`src/hw/rtl/gdr_pkg.sv`:
```
// ---------------------------------------------------------------------------
// gdr_pkg
// Shared types and constants of the grid DDA ray caster.
// ---------------------------------------------------------------------------
`timescale 1ns / 1ps
`default_nettype none

package gdr_pkg;

  localparam int unsigned MAP_DIM_DEF      = 64;
  localparam int unsigned SCREEN_WIDTH_DEF = 512;

  // shared iterative divider
  localparam int unsigned DIV_NW = 33;
  localparam int unsigned DIV_DW = 20;

  localparam logic CMD_WRITE = 1'b0;
  localparam logic CMD_CAST  = 1'b1;

  localparam logic [1:0] SIDE_WEST  = 2'd0;
  localparam logic [1:0] SIDE_EAST  = 2'd1;
  localparam logic [1:0] SIDE_NORTH = 2'd2;
  localparam logic [1:0] SIDE_SOUTH = 2'd3;

  typedef enum logic [2:0] {
    REG_MAP_COLS    = 3'd0,
    REG_MAP_ROWS    = 3'd1,
    REG_CAM_POS_X   = 3'd2,
    REG_CAM_POS_Y   = 3'd3,
    REG_VIEW_DIR_X  = 3'd4,
    REG_VIEW_DIR_Y  = 3'd5,
    REG_CAM_PLANE_X = 3'd6,
    REG_CAM_PLANE_Y = 3'd7
  } reg_idx_e;

  typedef enum logic {
    DIV_X = 1'b0,
    DIV_Y = 1'b1
  } div_sel_e;

  typedef enum logic [3:0] {
    ST_CLEAR,
    ST_IDLE,
    ST_MUL,
    ST_RAY,
    ST_DIVX_GO,
    ST_DIVX_WAIT,
    ST_DIVY_GO,
    ST_DIVY_WAIT,
    ST_SIDE,
    ST_STEP,
    ST_CHECK
  } gdr_state_e;

  typedef struct packed {
    logic       cmd;
    logic [8:0] column;
    logic [5:0] cell_x;
    logic [5:0] cell_y;
    logic       cell_wall;
  } gdr_in_t;

  typedef struct packed {
    logic [1:0]  wall_side;
    logic        wall_hit;
    logic [7:0]  hit_cell_x;
    logic [7:0]  hit_cell_y;
    logic [31:0] final_side_dist_x;
    logic [31:0] final_side_dist_y;
  } gdr_out_t;

  typedef struct packed {
    logic [6:0]  map_cols;
    logic [6:0]  map_rows;
    logic [21:0] cam_pos_x;
    logic [21:0] cam_pos_y;
    logic [17:0] view_dir_x;
    logic [17:0] view_dir_y;
    logic [17:0] cam_plane_x;
    logic [17:0] cam_plane_y;
  } gdr_cfg_t;

  typedef struct packed {
    logic     clr_en;
    logic     cam_en;
    logic     div_start;
    div_sel_e div_sel;
    logic     div_cap;
    logic     mul_en;
    logic     ray_en;
    logic     side_en;
    logic     step_en;
    logic     emit;
  } gdr_ctl_t;

  typedef struct packed {
    logic clr_last;
    logic div_done;
    logic oob;
    logic wall;
  } gdr_sts_t;

endpackage

`default_nettype wire

```
`src/hw/rtl/gdr_ctrl.sv`:
```
// ---------------------------------------------------------------------------
// gdr_ctrl
// Sequencer: map clearing sweep, ray set-up steps and the DDA walk.
// ---------------------------------------------------------------------------
`timescale 1ns / 1ps
`default_nettype none

module gdr_ctrl (
  input  wire logic              clk_i,
  input  wire logic              rst_ni,
  input  wire logic              start_i,
  input  wire logic              cmd_i,
  input  wire gdr_pkg::gdr_sts_t sts_i,
  output gdr_pkg::gdr_ctl_t      ctl_o,
  output logic                   busy_o,
  output logic                   done_o
);
  import gdr_pkg::*;

  gdr_state_e state_q, state_d;
  logic       done_q, done_d;
  logic       stop;

  assign stop = sts_i.oob || sts_i.wall;

  always_comb begin
    state_d = state_q;
    case (state_q)
      ST_CLEAR:     if (sts_i.clr_last) state_d = ST_IDLE;
      ST_IDLE:      if (start_i && cmd_i == CMD_CAST) state_d = ST_MUL;
      ST_MUL:       state_d = ST_RAY;
      ST_RAY:       state_d = ST_DIVX_GO;
      ST_DIVX_GO:   state_d = ST_DIVX_WAIT;
      ST_DIVX_WAIT: if (sts_i.div_done) state_d = ST_DIVY_GO;
      ST_DIVY_GO:   state_d = ST_DIVY_WAIT;
      ST_DIVY_WAIT: if (sts_i.div_done) state_d = ST_SIDE;
      ST_SIDE:      state_d = ST_STEP;
      ST_STEP:      state_d = ST_CHECK;
      ST_CHECK:     state_d = stop ? ST_IDLE : ST_STEP;
      default:      state_d = ST_CLEAR;
    endcase
  end

  always_comb begin
    ctl_o         = '0;
    ctl_o.div_sel = DIV_X;
    done_d        = 1'b0;
    case (state_q)
      ST_CLEAR: ctl_o.clr_en = 1'b1;
      ST_IDLE:  ctl_o.cam_en = start_i && cmd_i == CMD_CAST;
      ST_MUL:   ctl_o.mul_en = 1'b1;
      ST_RAY:   ctl_o.ray_en = 1'b1;
      ST_DIVX_GO: begin
        ctl_o.div_sel   = DIV_X;
        ctl_o.div_start = 1'b1;
      end
      ST_DIVX_WAIT: begin
        ctl_o.div_sel = DIV_X;
        ctl_o.div_cap = sts_i.div_done;
      end
      ST_DIVY_GO: begin
        ctl_o.div_sel   = DIV_Y;
        ctl_o.div_start = 1'b1;
      end
      ST_DIVY_WAIT: begin
        ctl_o.div_sel = DIV_Y;
        ctl_o.div_cap = sts_i.div_done;
      end
      ST_SIDE: ctl_o.side_en = 1'b1;
      ST_STEP: ctl_o.step_en = 1'b1;
      ST_CHECK: begin
        ctl_o.emit = stop;
        done_d     = stop;
      end
      default: ctl_o.div_sel = DIV_X;
    endcase
  end

  always_ff @(posedge clk_i or negedge rst_ni) begin
    if (!rst_ni) begin
      state_q <= ST_CLEAR;
      done_q  <= 1'b0;
    end else begin
      state_q <= state_d;
      done_q  <= done_d;
    end
  end

  assign busy_o = state_q != ST_IDLE;
  assign done_o = done_q;

endmodule

`default_nettype wire

```
`config.mk`:
```
export PLATFORM = sky130hd
export DESIGN_NAME = gdr_ctrl
export DESIGN_NICKNAME = d
export VERILOG_FILES = /design/src/hw/rtl/gdr_pkg.sv /design/src/hw/rtl/gdr_ctrl.sv
export SDC_FILE = /design/constraint.sdc
export NUM_CORES = 1
export LEC_CHECK = 0
export BUFFER_PORTS_ARGS = -buffer_cell sky130_fd_sc_hd__buf_4
export CORE_MARGIN = 3
export CORE_UTILIZATION = 26
export DETAILED_ROUTE_END_ITERATION = 10
export HOLD_SLACK_MARGIN = 0.05
export SLEW_MARGIN = 20
export SYNTH_ARGS = -nofsm -noshare
export SYNTH_HDL_FRONTEND = slang
export SYNTH_SLANG_ARGS = --single-unit
```
`constraint.sdc`:
```
create_clock -name clk_i -period 1.3 [get_ports clk_i]
set_input_delay 0.195 -clock clk_i [delete_from_list [all_inputs] [get_ports clk_i]]
set_output_delay 0.195 -clock clk_i [all_outputs]
set_load 0.02 [all_outputs]
```
# Word-level counts from Yosys, hierarchy flattened
# Index checks and enable logic that the tools add are counted.
[word_totals]
ram_bits = 0
latch_bits = 0
regBits = 5
mem_bits_ro = 0
in_bits = 8
n_memories = 0
out_inout_bits = 12
[classes]
eq_ne = 15
addsub = 0
mul = 0
n_div = 0
shift = 0
bitwise_logic = 0
n_lt_le_gt_ge = 0
mux = 16
reduce_logical = 7
[op_table]
columns = ["operator", "count"]
rows = [
  ["$pmux W4 S11", 1],
  ["$mux W4", 5],
  ["$eq A4 B3 Y1 const B", 4],
  ["$eq A4 B4 Y1 const B", 3],
  ["$mux W1", 10],
  ["$eq A4 B2 Y1 const B", 2],
  ["$ne A2 B2 Y1 const B", 4],
  ["$reduce_or A2 Y1", 3],
  ["$eq A4 B1 Y1 const B", 1],
  ["$logic_not A4 Y1", 1],
  ["$ne A4 B1 Y1 const B", 1],
  ["$reduce_and A4 Y1", 1],
  ["$logic_and A1 B1 Y1", 1],
  ["$logic_or A1 B1 Y1", 1],
]

# Depth between registers and ports, before layout
[depth]
ltp_word = 3
ltp_mapped = 4
ltp_nobuf = 3

# Worst setup path after synthesis
# No wires, ideal clock.
[synth_path]
path_kind = "flip-flop to flip-flop"
start = "register state_q[1]"
end = "register state_q[0]"
period_less_slack_ns = 1.627
path_stages_with_launch = 5
path_slack_ns = -0.327
arrival_time_ns = 1.503
path_cell_list = "dfrtp_1 > buf_6 > nor4_1 > nand2b_1 > o31a_1"
[synth_via]
elab_chain_len = 3
[synth_lines]
columns = ["element", "line_no", "rtl"]
rows = [
  ["start, declared", "gdr_ctrl.sv:20", "gdr_state_e state_q, state_d;"],
  ["start signal, assigned", "gdr_ctrl.sv:84", "state_q <= state_d;"],
  ["$eq A4 B1 Y1, or another cell as far along", "gdr_ctrl.sv:28", "case (state_q)"],
  ["$ne A2 B2 Y1 (no source line)", "n/a", ""],
  ["$reduce_and A4 Y1 (no source line)", "n/a", ""],
]
# Parallel ways exist; a longest one is shown, timed or not.
# A chain may end at the register's enable or synchronous reset.

==> results.py <==
metrics = {
    "synthesis": {
        "yosys-top-cells-area": "dfrtp_1, nor3_1, nand2b_1",
        "ys_warn_count": 0,
        "syn-mean-instance-area_sq_um": 8.04,
        "ys_seq_elements": 5,
        "yosysSeqAreaShare": 0.317,
        "synth.cell_area_sq_um": 394,
        "synth.distinct_cells": 26,
        "synthesis.nets": 57,
        "syn-instance-count": 49,
        "yosysTopAreaCellShare": 0.317,
        "synth_ff_type": "dfrtp_1",
        "synth_edf_count": 0,
        "async_flop_share": 1.00,
        "yosysTopAreaCell": "dfrtp_1",
    },
    "cells_and_area": {
        "antennaDiodeCount": 0,
        "fin_cells": 103,
        "drive_gt1_frac": 0.682,
        "syn2layout_area_growth_pct": 121,
        "utilization": 0.636,
        "nNetsFinal": 97,
        "fin_area_sq_um": 870,
    },
    "timing": {
        "setup_viol_count_final": 14,
        "grt_setup_unrepaired": "true",
        "timing.final.crit_period_ns": 1.63,
        "maxSlewViolCount": 0,
        "fmax_mhz": 614,
        "worstMarginPinSlew_ns": 0.219,
        "period_share": 1.25,
        "layout_setup_ws_ns": -0.330,
        "clock_skew_ns": 0.00154,
        "slew_headroom": 0.853,
        "hold_violations": 0,
    },
    "placement": {
        "place_area_sq_um": 603,
        "dp_slack_ns": -0.0976,
        "port_buffers": 19,
        "gp_congestion": 0.718,
        "dpl.hpwl_microns": 899,
        "dp_cells": 86,
    },
    "setup_path": {
        "worstPathMaxFanout": 3,
        "critPathMaxStageDelay_ns": 0.59,
        "crit_required_ns": 1.11,
        "crit_path_end_kind": "output pin",
        "crit_path_cell_trace": "or4b_4 -> nor2_4 -> buf_6",
        "crit_family": "simple AND/OR/NAND/NOR gates",
        "critical_path_buf_inv_count": 1,
        "slowest_stage": "or4b_4",
        "worstSetupStartpointType": "flip-flop",
        "cp.arrival_ns": 1.43,
        "critical_path_class": "flip-flop to output pin",
    },
    "detailed_routing": {
        "drc": 0,
        "drt_iter0_drc": 19,
        "routed_via_density": 5.23,
        "routedWlPerCell_microns": 14.9,
        "ant_nets": 0,
        "vias": 539,
        "routed_wl_mm": 1.54,
        "dr.pass1.iters": 4,
    },
    "grt": {
        "grt_pass1_wl_mm": 2.35,
        "track_usage": 0.172,
        "met1_usage": 0.205,
        "overflow": 0,
        "grtUsageMet3": 0.0438,
        "grt_pass1_vias": 461,
        "use_met2": 0.251,
        "grt.busiest_layer": "met2",
        "grt_start_max_net_pins": 13,
        "antenna_found_initial": 0,
    },
    "floorplan": {
        "core_area_sq_mm": 0.00137,
        "die_h_microns": 44.9,
        "die_area_sq_mm": 0.00202,
        "row_count": 13,
        "initial_core_util": 0.288,
        "io_pins": 20,
        "die_x_microns": 44.9,
    },
    "clock_tree": {
        "clockRootBuffer": "clkbuf_4",
        "clkTransAtPathRegs_ns": 0.04,
        "ctsHtreeMaxLevel": 1,
        "clockBufferDepth": 2,
        "cts_made_buffers": 3,
        "cts_tree": "yes",
        "clock_latency_ns": 0.24,
        "clock-sinks": 5,
    },
    "power_and_ir_drop": {
        "comb_power_share": 0.800,
        "power.leakage_nw": 0.399,
        "p_switching_uw": 969,
        "clkPwrFrac": 0.078,
        "powerDensity_mw_per_mm2": 2630,
        "seqPwrFrac": 0.122,
        "worst_ir_drop_vdd_uv": 1060,
        "internal-power_mw": 1.32,
        "swShare": 0.424,
    },
    "outcome": {
        "status": "finished, violations left",
        "violations": "negative setup slack",
    },
    "flow_run": {
        "drv_cap": 0,
    },
    "hold_path": {
        "hold_class": "input port to flip-flop",
    },
}
synthesized netlist by cell type, types with 2 or more instances:
| cell type | number |
|---|---|
| dfrtp_1 | 5 |
| nor3_1 | 6 |
| and3_1 | 2 |
| clkbuf_1 | 2 |
| nor2b_1 | 3 |
| nor2_1 | 3 |
| nand2_1 | 4 |
| a211o_1 | 2 |
| a21oi_1 | 3 |
| nand2b_1 | 3 |
cells in the final DEF, fill, tap and decap left out, drive strengths merged:
cell         instances
a211o                2
a21oi                4
a32oi                1
and2                 1
and3                 2
buf                 39
clkbuf               4
dfrtp                5
dlygate4sd3          1
inv                  1
nand2                4
nand2b               3
nand3b               1
nand4                1
nor2                 3
nor2b                3
nor3                 6
nor4                 1
o21ai                1
o31a                 1
o31ai                1
or2b                 1
or4                  1
or4b                 1
power groups by stage:
| stage | sequential (mW) | clock (mW) | combinational (mW) |
|---|---|---|---|
| final | 0.278 | 0.178 | 1.83 |
| after global routing | 0.289 | 0.205 | 1.94 |
| after CTS | 0.270 | 0.194 | 1.58 |
| after detailed placement | 0.281 | 0 | 1.10 |
| after global placement | 0.280 | 0 | 1.09 |
| after floorplan | 0.287 | 0 | 0.665 |
cells by family after synthesis:
logic type | share of synthesized area
buf+inv | 0.0889
compound gates | 0.181
flops | 0.317
simple gates | 0.413
final cells by class:
type | instances | area (sq um)
fillers | 121 | 497
inverters | 1 | 6.26
flip-flops and latches | 5 | 125
clock buffers | 4 | 26.3
multi-input cells | 38 | 334
well taps | 15 | 18.8
repair buffers | 40 | 359
through the flow:
step                      power, mW  TNS (ns)  hold WS [ns]
final                          2.29     -3.09         0.279
after CTS                      2.04     -2.94         0.266
after global placement         1.37    -0.475      -0.00174
after floorplan               0.952    -0.610        -0.101
after detailed placement       1.38    -0.540      -0.00108
after global routing           2.43     -3.97         0.271
tightest hold or removal path, cell delays in order:
cell	delay, ns
buf_4	0.11
nor2_1	0.11
nor3_2	0.06
metal layers:
layer,vias to the layer above,wire [microns]
met1,250,619
met4,0,38
li1,258,-
met5,-,0
met3,4,121
met2,27,756
repair_timing:
action / 4_1_cts / 5_1_grt
pin swaps: 4 / 7
hold buffers: 1 / 0
endpoints found under the hold margin: 5 / 0
setup buffers: 8 / 5
gates resized for setup: 24 / 12
endpoints found under the setup margin: 14 / 14
flip-flops by register name, summed over array words and instances, names as in the netlist:
register  cells
done_o        1
state_q       4
final timing paths:
check	start	endpoint	slack, ns	depth (start not counted)
max in group asynchronous	rst_ni	state_q[3]$_DFFE_PN0P_	0.90	2
worst min register to register	state_q[3]$_DFFE_PN0P_	state_q[2]$_DFFE_PN0P_	0.69	2
worst max register to register	state_q[3]$_DFFE_PN0P_	state_q[0]$_DFFE_PN0P_	-0.23	5
min in group asynchronous	rst_ni	done_o$_DFF_PN0_	0.29	2
worst min-delay path	sts_i[1]	done_o$_DFF_PN0_	0.28	3
worst max-delay path	state_q[3]$_DFFE_PN0P_	ctl_o[8]	-0.33	3
(Power assumes the default switching activity.)
